[config.mk]
export PLATFORM = sky130hd
export DESIGN_NAME = ratio_drowsiness_grader
export DESIGN_NICKNAME = d
export VERILOG_FILES = /design/src/rtl/core/rdg_pkg.sv /design/src/rtl/core/rdg_history.sv /design/src/rtl/core/rdg_grader.sv /design/src/rtl/core/rdg_alert.sv /design/src/rtl/core/ratio_drowsiness_grader.sv
export SDC_FILE = /design/constraint.sdc
export NUM_CORES = 2
export LEC_CHECK = 0
export BUFFER_PORTS_ARGS = -buffer_cell sky130_fd_sc_hd__buf_2
export CORE_AREA = 2 2 309 388
export CTS_CLUSTER_DIAMETER = 60
export DETAILED_ROUTE_END_ITERATION = 10
export DIE_AREA = 0 0 311 390
export PLACE_DENSITY = 0.76
export SLEW_MARGIN = 30
export SYNTH_ARGS = -nofsm -noshare
export SYNTH_HDL_FRONTEND = slang
export SYNTH_SLANG_ARGS = --single-unit
[constraint.sdc]
create_clock -name clk -period 35.3 [get_ports clk]
set_input_delay 1.765 -clock clk [delete_from_list [all_inputs] [get_ports clk]]
set_output_delay 1.765 -clock clk [all_outputs]
set_load 0.02 [all_outputs]
[src/rtl/core/rdg_pkg.sv]
// shared types, constants and the level table for the ratio drowsiness grader
// no dependencies; every other file in rtl/core refers to it by scoped names
`default_nettype none

package rdg_pkg;

  // default geometry
  localparam int LONG_WINDOW_DEF  = 75;
  localparam int SHORT_WINDOW_DEF = 30;
  localparam int RATIO_BITS_DEF   = 16;

  // configuration register indexes
  localparam logic [1:0] CFG_REFERENCE_MIN  = 2'd0;
  localparam logic [1:0] CFG_REFERENCE_MAX  = 2'd1;
  localparam logic [1:0] CFG_GROUP_LENGTH   = 2'd2;
  localparam logic [1:0] CFG_MAJORITY_COUNT = 2'd3;

  // configuration reset values
  localparam logic [15:0] REFERENCE_MIN_RST  = 16'd512;
  localparam logic [15:0] REFERENCE_MAX_RST  = 16'd1280;
  localparam logic [4:0]  GROUP_LENGTH_RST   = 5'd25;
  localparam logic [4:0]  MAJORITY_COUNT_RST = 5'd17;

  // alert verdicts
  localparam logic [1:0] ALERT_GREEN  = 2'd0;
  localparam logic [1:0] ALERT_YELLOW = 2'd1;
  localparam logic [1:0] ALERT_RED    = 2'd2;

  // grades used before the windows are full
  localparam logic [2:0] RATIO_GRADE_ABOVE = 3'd6;
  localparam logic [2:0] TREND_GRADE_FLAT  = 3'd3;

  // level bands for the alert counters
  localparam logic [2:0] LEVEL_GREEN      = 3'd5;
  localparam logic [2:0] LEVEL_YELLOW_MIN = 3'd3;

  // window status handed from the history to the grader
  typedef struct packed {
    logic active;   // enough history for grading
    logic refresh;  // this beat rebuilds the reference
  } rdg_win_stat_t;

  // level from ratio grade (1..6) and trend grade (1..5)
  function automatic logic [2:0] level_lookup(input logic [2:0] rg, input logic [2:0] tg);
    logic [14:0] row;
    logic [2:0]  col;
    begin
      unique case (rg)
        3'd1:    row = {3'd2, 3'd2, 3'd1, 3'd1, 3'd1};
        3'd2:    row = {3'd3, 3'd2, 3'd2, 3'd1, 3'd1};
        3'd3:    row = {3'd4, 3'd3, 3'd3, 3'd2, 3'd2};
        3'd4:    row = {3'd5, 3'd4, 3'd4, 3'd3, 3'd3};
        3'd5:    row = {3'd5, 3'd5, 3'd5, 3'd5, 3'd4};
        default: row = {3'd5, 3'd5, 3'd5, 3'd5, 3'd5};
      endcase
      col = (tg == 3'd0 || tg > 3'd5) ? 3'd0 : tg - 3'd1;
      level_lookup = row[3*col +: 3];
    end
  endfunction

endpackage

`default_nettype wire

[src/rtl/core/rdg_history.sv]
// sample shift line, running window sums and their constant-divisor means
// depends on rdg_pkg for the default geometry and the window status struct
`default_nettype none

module rdg_history #(
  parameter int LONG_WINDOW  = rdg_pkg::LONG_WINDOW_DEF,
  parameter int SHORT_WINDOW = rdg_pkg::SHORT_WINDOW_DEF,
  parameter int RATIO_BITS   = rdg_pkg::RATIO_BITS_DEF
) (
  input  wire logic                  clk,
  input  wire logic                  rst,
  input  wire logic                  step,
  input  wire logic [RATIO_BITS-1:0] ratio,
  output logic [RATIO_BITS-1:0]      long_mean,
  output logic [RATIO_BITS-1:0]      short_mean,
  output rdg_pkg::rdg_win_stat_t     stat
);

  localparam int CNT_W   = $clog2(LONG_WINDOW + 2);
  localparam int PH_W    = $clog2(LONG_WINDOW);
  localparam int LSUM_W  = RATIO_BITS + $clog2(LONG_WINDOW);
  localparam int SSUM_W  = RATIO_BITS + $clog2(SHORT_WINDOW);
  localparam int L_K     = LSUM_W + $clog2(LONG_WINDOW);
  localparam int S_K     = SSUM_W + $clog2(SHORT_WINDOW);
  localparam int ADD_AGE = LONG_WINDOW - SHORT_WINDOW - 1;

  // reciprocals, rounded up, exact for every sum of the given width
  localparam logic [63:0] L_MUL64 =
    ((64'd1 << L_K) + 64'(LONG_WINDOW) - 64'd1) / 64'(LONG_WINDOW);
  localparam logic [63:0] S_MUL64 =
    ((64'd1 << S_K) + 64'(SHORT_WINDOW) - 64'd1) / 64'(SHORT_WINDOW);
  localparam logic [LSUM_W:0] L_MUL = L_MUL64[LSUM_W:0];
  localparam logic [SSUM_W:0] S_MUL = S_MUL64[SSUM_W:0];

  logic [RATIO_BITS-1:0] hist [0:LONG_WINDOW-1];
  logic [RATIO_BITS-1:0] tap  [0:LONG_WINDOW];

  logic [CNT_W-1:0]  sample_count;
  logic [PH_W-1:0]   update_phase;
  logic [LSUM_W-1:0] long_sum, long_sum_next;
  logic [SSUM_W-1:0] short_sum, short_sum_next;

  logic [RATIO_BITS-1:0] long_drop, short_add, short_drop;
  logic [2*LSUM_W:0]     long_prod;
  logic [2*SSUM_W:0]     short_prod;
  logic                  active;

  // tap k is the sample k beats older than the current one
  assign tap[0] = ratio;
  for (genvar k = 1; k <= LONG_WINDOW; k++) begin : g_tap
    assign tap[k] = hist[k-1];
  end

  assign active = (sample_count == CNT_W'(LONG_WINDOW + 1));

  always_comb begin
    // taps not yet written count as zero in the sums
    long_drop  = (sample_count >= CNT_W'(LONG_WINDOW)) ? tap[LONG_WINDOW] : '0;
    short_add  = (sample_count >= CNT_W'(ADD_AGE)) ? tap[ADD_AGE] : '0;
    short_drop = (sample_count >= CNT_W'(LONG_WINDOW - 1)) ? tap[LONG_WINDOW-1] : '0;
    long_sum_next  = long_sum + LSUM_W'(ratio) - LSUM_W'(long_drop);
    short_sum_next = short_sum + SSUM_W'(short_add) - SSUM_W'(short_drop);
    long_prod  = (2*LSUM_W+1)'(long_sum_next) * (2*LSUM_W+1)'(L_MUL);
    short_prod = (2*SSUM_W+1)'(short_sum_next) * (2*SSUM_W+1)'(S_MUL);
  end

  always_ff @(posedge clk) begin
    if (step) begin
      hist[0] <= ratio;
      for (int k = 1; k < LONG_WINDOW; k++) begin
        hist[k] <= hist[k-1];
      end
      long_mean  <= long_prod[L_K +: RATIO_BITS];
      short_mean <= short_prod[S_K +: RATIO_BITS];
    end
  end

  always_ff @(posedge clk) begin
    if (rst) begin
      sample_count <= '0;
      update_phase <= '0;
      long_sum     <= '0;
      short_sum    <= '0;
    end else if (step) begin
      long_sum  <= long_sum_next;
      short_sum <= short_sum_next;
      if (!active) begin
        sample_count <= sample_count + 1'b1;
      end else if (update_phase == PH_W'(LONG_WINDOW - 1)) begin
        update_phase <= '0;
      end else begin
        update_phase <= update_phase + 1'b1;
      end
    end
  end

  assign stat.active  = active;
  assign stat.refresh = active && (update_phase == '0);

endmodule

`default_nettype wire

[src/rtl/core/rdg_grader.sv]
// reference level upkeep, ratio and trend grading and the level lookup
// depends on rdg_pkg for the default ratio width, status struct, grade constants and level table
`default_nettype none

module rdg_grader #(
  parameter int RATIO_BITS = rdg_pkg::RATIO_BITS_DEF
) (
  input  wire logic                   clk,
  input  wire logic                   rst,
  input  wire logic                   step,
  input  wire logic [RATIO_BITS-1:0]  ratio,
  input  wire logic [RATIO_BITS-1:0]  long_mean,
  input  wire logic [RATIO_BITS-1:0]  short_mean,
  input  wire rdg_pkg::rdg_win_stat_t stat,
  input  wire logic [15:0]            reference_min,
  input  wire logic [15:0]            reference_max,
  output logic [2:0]                  ratio_grade,
  output logic [2:0]                  trend_grade,
  output logic [2:0]                  level
);

  localparam int REF_W = (RATIO_BITS > 16) ? RATIO_BITS : 16;
  localparam int PRD_W = REF_W + 5;
  localparam int DW    = REF_W + 2;

  localparam logic signed [DW-1:0] TH_DROP_BIG  = DW'(256);
  localparam logic signed [DW-1:0] TH_DROP      = DW'(128);
  localparam logic signed [DW-1:0] TH_FLAT      = '0;
  localparam logic signed [DW-1:0] TH_RISE      = DW'(-128);

  logic [REF_W-1:0]      reference_level;
  logic [RATIO_BITS-1:0] previous_mean;
  logic                  first_update_done;

  logic [RATIO_BITS:0]   mean_pair;
  logic [REF_W-1:0]      ref_raw, ref_new, ref_use;
  logic [PRD_W-1:0]      ref_x, r_x;
  logic signed [DW-1:0]  diff;

  always_comb begin
    mean_pair = ({1'b0, previous_mean} + {1'b0, long_mean}) >> 1;
    ref_raw   = first_update_done ? REF_W'(mean_pair) : REF_W'(long_mean);
    // upper limit is checked first; with crossed limits a value above it gets the upper limit, any other the lower
    if (ref_raw > REF_W'(reference_max)) begin
      ref_new = REF_W'(reference_max);
    end else if (ref_raw < REF_W'(reference_min)) begin
      ref_new = REF_W'(reference_min);
    end else begin
      ref_new = ref_raw;
    end
    ref_use = stat.refresh ? ref_new : reference_level;

    ref_x = PRD_W'(ref_use);
    r_x   = PRD_W'(ratio);
    diff  = $signed(DW'(short_mean)) - $signed(DW'(ratio));

    if (!stat.active) begin
      ratio_grade = rdg_pkg::RATIO_GRADE_ABOVE;
      trend_grade = rdg_pkg::TREND_GRADE_FLAT;
    end else begin
      priority if (ref_x <= r_x)                            ratio_grade = 3'd6;
      else if (ref_x * PRD_W'(4) <= r_x * PRD_W'(5))        ratio_grade = 3'd5;
      else if (ref_x * PRD_W'(13) <= r_x * PRD_W'(20))      ratio_grade = 3'd4;
      else if (ref_x <= r_x * PRD_W'(2))                    ratio_grade = 3'd3;
      else if (ref_x * PRD_W'(7) <= r_x * PRD_W'(20))       ratio_grade = 3'd2;
      else                                                  ratio_grade = 3'd1;

      priority if (diff >= TH_DROP_BIG) trend_grade = 3'd1;
      else if (diff >= TH_DROP)         trend_grade = 3'd2;
      else if (diff >= TH_FLAT)         trend_grade = 3'd3;
      else if (diff >= TH_RISE)         trend_grade = 3'd4;
      else                              trend_grade = 3'd5;
    end
    level = rdg_pkg::level_lookup(ratio_grade, trend_grade);
  end

  always_ff @(posedge clk) begin
    if (rst) begin
      reference_level   <= '0;
      previous_mean     <= '0;
      first_update_done <= 1'b0;
    end else if (step && stat.refresh) begin
      reference_level   <= ref_new;
      previous_mean     <= long_mean;
      first_update_done <= 1'b1;
    end
  end

endmodule

`default_nettype wire

[src/rtl/core/rdg_alert.sv]
// group counters of green, yellow and red levels and the alert verdict
// depends on rdg_pkg for alert codes and level bands
`default_nettype none

module rdg_alert (
  input  wire logic       clk,
  input  wire logic       rst,
  input  wire logic       step,
  input  wire logic [2:0] level,
  input  wire logic [4:0] group_length,
  input  wire logic [4:0] majority_count,
  output logic [1:0]      alert,
  output logic            closed
);

  logic [4:0] group_position;
  logic [4:0] green_count, yellow_count, red_count;
  logic [4:0] green_base, yellow_base, red_base;
  logic [4:0] green_next, yellow_next, red_next;
  logic [1:0] alert_state, alert_next;

  function automatic logic [4:0] bump(input logic [4:0] c);
    bump = (c == 5'd31) ? c : c + 5'd1;
  endfunction

  always_comb begin
    closed = (group_position == group_length);
    priority if (green_count >= majority_count) alert_next = rdg_pkg::ALERT_GREEN;
    else if (red_count >= majority_count)       alert_next = rdg_pkg::ALERT_RED;
    else                                        alert_next = rdg_pkg::ALERT_YELLOW;
    green_base  = closed ? '0 : green_count;
    yellow_base = closed ? '0 : yellow_count;
    red_base    = closed ? '0 : red_count;
    alert       = closed ? alert_next : alert_state;
    green_next  = green_base;
    yellow_next = yellow_base;
    red_next    = red_base;
    if (level == rdg_pkg::LEVEL_GREEN) begin
      green_next = bump(green_base);
    end else if (level >= rdg_pkg::LEVEL_YELLOW_MIN) begin
      yellow_next = bump(yellow_base);
    end else begin
      red_next = bump(red_base);
    end
  end

  always_ff @(posedge clk) begin
    if (rst) begin
      group_position <= 5'd1;
      green_count    <= '0;
      yellow_count   <= '0;
      red_count      <= '0;
      alert_state    <= rdg_pkg::ALERT_YELLOW;
    end else if (step) begin
      group_position <= closed ? 5'd1 : group_position + 5'd1;
      alert_state    <= alert;
      green_count    <= green_next;
      yellow_count   <= yellow_next;
      red_count      <= red_next;
    end
  end

endmodule

`default_nettype wire

[src/rtl/core/ratio_drowsiness_grader.sv]
// top level of the ratio drowsiness grader: stream ports, config registers, beat registers
// depends on rdg_pkg, rdg_history, rdg_grader and rdg_alert
`default_nettype none

//  channel | direction | handshake                    | payload
//  --------+-----------+------------------------------+-----------------------------------
//  s_axis  | in        | s_axis_tvalid/s_axis_tready  | tdata: ratio
//  m_axis  | out       | m_axis_tvalid/m_axis_tready  | tdata: level, grades, alert; tlast
//  cfg     | in        | cfg_valid/cfg_ready          | cfg_index, cfg_data
//
// one beat per cycle sustained while the consumer keeps up; a beat waits in the input
// register until it steps, and the step edge loads its result into the output register
// the running window sums and the shift line update in the same cycle as the grading,
// which is what lets the next beat follow straight after
// reset is synchronous and active high; the history taps need no clearing since
// the sums ignore taps until enough beats have been seen
// a stalled output holds its beat; the input register still drains into it as soon
// as the consumer takes the held beat
module ratio_drowsiness_grader #(
  parameter int LONG_WINDOW  = rdg_pkg::LONG_WINDOW_DEF,
  parameter int SHORT_WINDOW = rdg_pkg::SHORT_WINDOW_DEF,
  parameter int RATIO_BITS   = rdg_pkg::RATIO_BITS_DEF
) (
  input  wire logic                                 clk,
  input  wire logic                                 rst,
  // input sample stream
  input  wire logic                                 s_axis_tvalid,
  output logic                                      s_axis_tready,
  input  wire logic [((RATIO_BITS + 7) / 8) * 8 - 1:0] s_axis_tdata,  // ratio
  // result stream
  output logic                                      m_axis_tvalid,
  input  wire logic                                 m_axis_tready,
  output logic [15:0]                               m_axis_tdata,  // level, ratio_grade,
                                                                   // trend_grade, alert
  output logic                                      m_axis_tlast,  // alert_updated
  // configuration writes
  input  wire logic                                 cfg_valid,
  output logic                                      cfg_ready,
  input  wire logic [1:0]                           cfg_index,
  input  wire logic [15:0]                          cfg_data
);

  // configuration registers
  logic [15:0] reference_min, reference_max;
  logic [4:0]  group_length, majority_count;

  // input beat register
  logic                  in_valid;
  logic [RATIO_BITS-1:0] ratio_q;
  logic                  step;

  rdg_pkg::rdg_win_stat_t win_stat;
  logic [RATIO_BITS-1:0]  long_mean, short_mean;
  logic [2:0]             ratio_grade, trend_grade, level;
  logic [1:0]             alert;
  logic                   closed;

  // output beat register
  logic [2:0] level_q, ratio_grade_q, trend_grade_q;
  logic [1:0] alert_q;
  logic       closed_q;

  assign cfg_ready = 1'b1;

  always_ff @(posedge clk) begin
    if (rst) begin
      reference_min  <= rdg_pkg::REFERENCE_MIN_RST;
      reference_max  <= rdg_pkg::REFERENCE_MAX_RST;
      group_length   <= rdg_pkg::GROUP_LENGTH_RST;
      majority_count <= rdg_pkg::MAJORITY_COUNT_RST;
    end else if (cfg_valid) begin
      unique case (cfg_index)
        rdg_pkg::CFG_REFERENCE_MIN:  reference_min  <= cfg_data;
        rdg_pkg::CFG_REFERENCE_MAX:  reference_max  <= cfg_data;
        rdg_pkg::CFG_GROUP_LENGTH:   group_length   <= cfg_data[4:0];
        rdg_pkg::CFG_MAJORITY_COUNT: majority_count <= cfg_data[4:0];
        default: ;
      endcase
    end
  end

  // the held beat moves on whenever the output register is free or being emptied
  assign step          = in_valid && (!m_axis_tvalid || m_axis_tready);
  assign s_axis_tready = !in_valid || step;

  always_ff @(posedge clk) begin
    if (rst) begin
      in_valid <= 1'b0;
    end else if (s_axis_tready) begin
      in_valid <= s_axis_tvalid;
    end
  end

  always_ff @(posedge clk) begin
    if (s_axis_tvalid && s_axis_tready) begin
      ratio_q <= s_axis_tdata[RATIO_BITS-1:0];
    end
  end

  rdg_history #(
    .LONG_WINDOW  (LONG_WINDOW),
    .SHORT_WINDOW (SHORT_WINDOW),
    .RATIO_BITS   (RATIO_BITS)
  ) u_history (
    .clk        (clk),
    .rst        (rst),
    .step       (step),
    .ratio      (ratio_q),
    .long_mean  (long_mean),
    .short_mean (short_mean),
    .stat       (win_stat)
  );

  rdg_grader #(
    .RATIO_BITS (RATIO_BITS)
  ) u_grader (
    .clk           (clk),
    .rst           (rst),
    .step          (step),
    .ratio         (ratio_q),
    .long_mean     (long_mean),
    .short_mean    (short_mean),
    .stat          (win_stat),
    .reference_min (reference_min),
    .reference_max (reference_max),
    .ratio_grade   (ratio_grade),
    .trend_grade   (trend_grade),
    .level         (level)
  );

  rdg_alert u_alert (
    .clk            (clk),
    .rst            (rst),
    .step           (step),
    .level          (level),
    .group_length   (group_length),
    .majority_count (majority_count),
    .alert          (alert),
    .closed         (closed)
  );

  always_ff @(posedge clk) begin
    if (rst) begin
      m_axis_tvalid <= 1'b0;
    end else if (step) begin
      m_axis_tvalid <= 1'b1;
    end else if (m_axis_tready) begin
      m_axis_tvalid <= 1'b0;
    end
  end

  always_ff @(posedge clk) begin
    if (step) begin
      level_q       <= level;
      ratio_grade_q <= ratio_grade;
      trend_grade_q <= trend_grade;
      alert_q       <= alert;
      closed_q      <= closed;
    end
  end

  // tdata from bit 0: level, ratio_grade, trend_grade, alert, zero padding
  assign m_axis_tdata = {5'd0, alert_q, trend_grade_q, ratio_grade_q, level_q};
  assign m_axis_tlast = closed_q;

endmodule

`default_nettype wire

== Word level (Yosys, flattened, before mapping) ==
Memory sizes are Yosys's and may differ from the RTL's.
Index checks and enable logic that the tools add are counted.
Word-level totals
  memories: 1
  input port bits: 39
  bits in registers: 212
  RAM bits: 1200
  word-level logic and storage cells: 134
  output and inout port bits: 20
Operators by class
  reduce and logical (&&, ||, !) cells: 19
  bitwise operators: 1
  add/subtract/negate cells: 12
  shift operators: 1
  equal/unequal tests: 14
  multiplexer cells: 36
  magnitude comparators: 18
  $mul: 7
Memory list
  u_history.hist: words 75, width 16, rd ports 75, clocked after Yosys merged registers in 0, wr ports 75, RTL line rdg_history.sv:35  | logic [RATIO_BITS-1:0] hist [0:LONG_WINDOW-1];
Operators by type and width (count)
  $mux W16: 7
  $pmux W15 S5: 1
  $mul A16 B3 Y19 const B: 3
  $mul A23 B23 Y45 const B: 1
  $mul A21 B22 Y42 const B: 1
  $mux W5: 8
  $mux W3: 10
  $add A23 B16 Y23: 1
  $sub A23 B16 Y23: 1
  $add A21 B16 Y21: 1
  $le A19 B21 Y1: 1
  $le A20 B21 Y1: 1
  $sub A21 B16 Y21: 1
  $mul A16 B4 Y20 const B: 1
  $le A18 B19 Y1: 1
  $ge A18 B1 Y1 const B: 1
  $ge A18 B10 Y1 const B: 1
  $ge A18 B8 Y1 const B: 1
  $ge A18 B9 Y1 const B: 1
  $add A16 B16 Y17: 1
  $le A16 B17 Y1: 1
  $sub A16 B16 Y17: 1
  $gt A16 B16 Y1: 1
  $le A16 B16 Y1: 1
  other kinds (31): 60

== Longest topological paths before layout ==
  word-level depth: 20
  depth in mapped cells: 55

== Cells and area by module ==
A second synthesis with hierarchy kept.
Second synthesis, totals
  cells, all modules: 4800
  area, all modules: 68943.6 um^2
By module, submodules not included
  rdg_history: instances 1, sequential area each 38156.6 um^2, area an instance 55532.0 um^2, cells an instance 3234
  rdg_grader: instances 1, sequential area each 660.6 um^2, area an instance 9487.8 um^2, cells an instance 1207
  ratio_drowsiness_grader: instances 1, sequential area each 1721.7 um^2, area an instance 2713.9 um^2, cells an instance 212
  rdg_alert: instances 1, sequential area each 340.3 um^2, area an instance 1209.9 um^2, cells an instance 147

== Worst setup path before layout ==
OpenSTA, ideal clock, no wires.
  path kind: input -> register
  from: in m_axis_tready
  to: reg u_history.long_sum[2]
  path buffers: 2
  arrival: 36.557 ns
  slack: -2.901 ns
  stages on the path: 6
  cells stage by stage: nor2b_1 > nand2b_1 > inv_1 > clkbuf_1 > buf_1 > a211oi_1
Between the ends
  cells in the longest elaborated chain, start to end: 2
RTL lines
  start, declared: RTL line ratio_drowsiness_grader.sv:32  | input wire logic m_axis_tready,
  $logic_or A1 B1 Y1: RTL line ratio_drowsiness_grader.sv:83  | assign step = in_valid && (!m_axis_tvalid || m_axis_tready);
  $logic_and A1 B1 Y1: RTL line ratio_drowsiness_grader.sv:83
  named net step: RTL line ratio_drowsiness_grader.sv:50  | logic step;
  end signal, assigned: RTL line rdg_history.sv:85  | long_sum <= long_sum_next;
  end, declared: RTL line rdg_history.sv:40  | logic [LSUM_W-1:0] long_sum, long_sum_next;
The timed path passes the listed nets, and every way through them passes these cells.
A chain may end at the register's enable or synchronous reset.

== Worst setup path after layout ==
  from: reg u_history.long_mean[0]
  to: reg u_alert.red_count[2]
Between the ends
  cells in the longest elaborated chain, start to end: 20
  elaborated cells on any way between the ends: 31
  those cells by class: 1 x add/sub; 2 x mul; 8 x order compare; 6 x eq/ne; 1 x shift; 13 x mux
RTL lines
  start, declared: RTL line rdg_history.sv:14  | output logic [RATIO_BITS-1:0] long_mean,
  start signal, assigned: RTL line rdg_history.sv:73  | long_mean <= long_prod[L_K +: RATIO_BITS];
  $add A16 B16 Y17: RTL line rdg_grader.sv:41  | mean_pair = ({1'b0, previous_mean} + {1'b0, long_mean}) >> 1;
  $mux W16 *: RTL line rdg_grader.sv:42  | ref_raw = first_update_done ? REF_W'(mean_pair) : REF_W'(long_mean);
  $lt A16 B16 Y1: RTL line rdg_grader.sv:46  | end else if (ref_raw < REF_W'(reference_min)) begin
  $mux W16: RTL line rdg_grader.sv:46
  $mux W16 *: RTL line rdg_grader.sv:44  | if (ref_raw > REF_W'(reference_max)) begin
  $mux W16 *: RTL line rdg_grader.sv:51  | ref_use = stat.refresh ? ref_new : reference_level;
  $mul A16 B3 Y19: RTL line rdg_grader.sv:65  | else if (ref_x * PRD_W'(7) <= r_x * PRD_W'(20)) ratio_grade = 3'd2;
  $le A19 B21 Y1: RTL line rdg_grader.sv:65
  (+4 left out)
  $mux W3 *: RTL line rdg_grader.sv:61  | priority if (ref_x <= r_x) ratio_grade = 3'd6;
  $mux W3 *: RTL line rdg_grader.sv:57  | if (!stat.active) begin
  $eq A3 B3 Y1, or another cell as far along: RTL line rdg_pkg.sv:48  | unique case (rg)
  $pmux W15 S5 *: RTL line rdg_pkg.sv:48
  $shiftx A15 B6 Y3 *: RTL line rdg_pkg.sv:57  | level_lookup = row[3*col +: 3];
  $ge A3 B2 Y1: RTL line rdg_alert.sv:40  | end else if (level >= rdg_pkg::LEVEL_YELLOW_MIN) begin
  $mux W5: RTL line rdg_alert.sv:40
  $mux W5 *: RTL line rdg_alert.sv:38  | if (level == rdg_pkg::LEVEL_GREEN) begin
  end signal, assigned: RTL line rdg_alert.sv:59  | red_count <= red_next;
  end, declared: RTL line rdg_alert.sv:17  | logic [4:0] green_count, yellow_count, red_count;
Every way passes the cells marked *; elsewhere a longest branch is shown, timed or not.

==> impl_metrics.csv <==
group,metric,value,unit
clock_network,cts.hold.buffers_added,0,
sta,setup_viol,0,
final_layout,regArea,0.04088,mm2
min_path,min_path_type,"flop to flop",
final_layout,multiInputGateArea,0.02414,mm2
logic_synthesis,synthMuxAreaShare,0.5931,%
clock_network,post_cts_buffers,0,
routing,drcViolationCount,0,
logic_synthesis,synth_fa_ha_area_share,21.60,%
final_layout,syn2layout_area_growth,10.37,%
logic_synthesis,synth_xor_area_share,1.785,%
logic_synthesis,synth_area_per_cell,14.28,um2
sta,slew_violations,0,
sta,finalCritPeriodShare,35.04,%
critical_path,worstSetupStartpointType,"flop",
critical_path,r2r_start,"u_history.long_mean[0]",
floorplan,pin_count,59,
logic_synthesis,ys_seq_elements,1412,
routing,drtIter0Drc,2440,
routing,first_pass_iters,5,
clock_network,cts_tree,"built",
placed_design,portBuffers,52,
clock_network,htreeDepth,4,
logic_synthesis,yosysWarnings,0,
routing,ant_nets,0,
critical_path,startpoint,"u_history.long_mean[0]",
sta,fin_skew,0.06869,ns
flow_run,cap_viol_max_count,0,
logic_synthesis,ys_async_sr_fraction,0,%
floorplan,die_w,311,um
critical_path,worst-path-buf-inv,2,
global_routing,grt_overflow,0,
clock_network,clockBufferDepth,3,
floorplan,core.rowCount,141,
floorplan,dieHeight,390,um
sta,fmaxAchievable,80.85,MHz
clock_network,post_cts_resized,0,
clock_network,numCtsBuffers,134,
logic_synthesis,ys.flop_type,"edfxtp_1",
routing,vias,36016,
clock_network,root_buffer,"clkbuf_16",
floorplan,floorplan.initialDensity,57.63,%
status,status,"completed",
sta,tightest_slew,1.084,ns
critical_path,critical_path_class,"flop to flop",
clock_network,clkTransAtPathRegs,0.06,ns
floorplan,core_area,0.1175,mm2
logic_synthesis,synth-compound-area-share,5.889,%
clock_network,clkSinkCount,1412,
logic_synthesis,synth_edf_count,1260,
placed_design,place_hpwl,84310,um
logic_synthesis,synth_top_family_by_area,"adder cells",
floorplan,dieArea,0.1213,mm2
sta,hold_viol,0,
critical_path,critical_path.top_delay_family,"compound AO/OA/AOI/OAI gates",
final_layout,nNetsFinal,5938,
clock_network,clk_latency,0.78,ns
critical_path,cp-end-kind,"flop",
placed_design,gp_congestion,0.9157,
sta,setup_tns,0,ns
critical_path,crit_slowest_cell,"a21oi_1",
logic_synthesis,ys_seq_area_share,60.37,%
logic_synthesis,synthSimpleGateAreaFrac,5.689,%
critical_path,worst-path-max-fanout,12,
logic_synthesis,syn_area,0.06772,mm2
critical_path,cpPeakStageDelay,0.56,ns
global_routing,grt_usage,21.50,%
logic_synthesis,syn_inst,4741,
final_layout,fillers,8523,
sta,rsz0062_at_grt,"no",
final_layout,drive_gt1_share,6.860,%
global_routing,antenna_found_initial,3,
routing,wl_per_cell,19.35,um
sta,relSlewSlack,26.95,%
sta,final.min_clock_period,12.37,ns
critical_path,critPathArrivalTime,12.98,ns
global_routing,grt_pass1_vias,37163,
global_routing,grt_pass1_wl,201700,um
final_layout,n_antenna_cell,0,
routing,wl,127800,um
global_routing,grt_max_degree,219,
routing,viasPerCell,5.455,
critical_path,required,35.91,ns
min_path,hp-start,"u_history.hist[0][18]",
logic_synthesis,synth_cell_type_count,84,
cell usage after synthesis, types with 6 or more instances:
cell       number  share of area, %
mux2_2         17              0.28
nor2_1        201               1.1
nand2_1       303               1.7
nor2b_1        26              0.24
o21bai_1       10              0.11
fa_1          317               9.4
o21a_1         19              0.21
or3_1           7             0.065
inv_1         661               3.7
a21oi_1       238               1.8
a21boi_0       18              0.20
buf_1           7             0.039
nand4_1        45              0.42
o2111ai_1       6             0.078
and4_1          7             0.091
a211o_1        14              0.18
nand3b_1       10              0.11
buf_4           6             0.067
o22ai_1         7             0.065
a31oi_1        20              0.18
or2_2          10             0.092
and3_1         14              0.13
mux2i_1        21              0.31
ha_1          662                12
o211ai_1       25              0.28
dfxtp_1       152               4.5
xnor2_1        95               1.2
xor2_1         43              0.56
nand2b_1       29              0.27
nor3_1         50              0.37
edfxtp_1     1260                56
a21o_1         55              0.61
a211oi_1       39              0.43
o21ai_0        93              0.69
nand3_1        49              0.36
and2_1         51              0.47
clkbuf_1       49              0.27
final timing paths:
kind,endpoint,slack (ns),cells after the start
max,u_alert.red_count[2],22.93,51
min,u_history.hist[0][34],0.38,0
max reg2reg,u_alert.red_count[2],22.93,51
min reg2reg,u_history.hist[0][34],0.38,0
metrics by stage:
stage          setup slack (ns)  hold WS, ns  cell area, um2  std cells  utilization [%]
6_report                  22.93       0.3767           74740       6602            63.61
5_1_grt                   21.87       0.3810           74740       6602            63.61
4_1_cts                   23.03       0.3772           74640       6599            63.52
3_5_place_dp              23.11       0.4045           70190       6354            59.74
3_3_place_gp              23.32       0.4006           70130       6352            59.69
2_1_floorplan             1.292       0.4003           67740       4745                -
placed cells by master, fill, tap and decap left out, types with 19 or more instances in the layout:
master,synthesis,final
nand2_1,303,303
inv_1,661,660
a21oi_1,238,237
o211ai_1,25,25
nor2b_1,26,26
clkbuf_1,49,26
a31oi_1,20,20
nand4_1,45,45
clkbuf_16,0,135
o21a_1,19,19
and2_1,51,51
nand3_1,49,49
mux2i_1,21,21
clkinv_1,1,31
nor3_1,50,50
buf_2,2,51
xnor2_1,95,93
fa_1,317,317
a21o_1,55,55
a211oi_1,39,39
xor2_1,43,42
edfxtp_1,1260,1260
nor2_1,201,199
dfxtp_1,152,152
o21ai_0,93,93
ha_1,662,662
buf_4,6,39
nand2b_1,29,28
final cells by class:
type	instances	area share [%]
multi-input cells	2607	32.30
clock inverters	82	1.264
well taps	1573	2.633
inverters	662	3.335
repair buffers	103	1.085
clock buffers	163	4.687
flip-flops and latches	1412	54.70
logic make-up after synthesis:
kind of cell | after synthesis
XOR/XNOR | 138
AO/OA/AOI/OAI | 621
flip-flops | 1412
AND/OR/NAND/NOR | 825
multiplexers | 38
buffers and inverters | 726
other | 2
adder cells (fa/ha/maj) | 979
worst register-to-register path, delay by kind of cell, from the launching register on:
kind | cells | cell delay, ns
compound gates | 31 | 6.87
simple gates | 10 | 2.36
fa+ha+maj | 6 | 1.91
flops | 1 | 0.44
buf+inv | 2 | 0.42
xor+xnor | 2 | 0.26
flip-flops by register name, summed over array words and instances, names as in the netlist, 16 cells and up:
name and count:
u_history.long_sum 23, u_grader.reference_level 16, u_history.hist 1200, u_history.short_mean 16, ratio_q 16, u_history.short_sum 21, reference_max 16, u_history.long_mean 16
reference_min 16, u_grader.previous_mean 16
metal layers:
| layer | vias to the layer above | track usage [%] | routed length [um] |
|---|---|---|---|
| li1 | 17141 | - | - |
| met1 | 17902 | 27.64 | 53850 |
| met2 | 730 | 36.80 | 63580 |
| met3 | 243 | 3.202 | 5288 |
| met4 | 0 | 8.757 | 5045 |
| met5 | - | 0 | 0 |
Power is left out: the tool's default activity adds up to more than one toggle a clock period on the data nets, which glitch-free logic cannot reach.
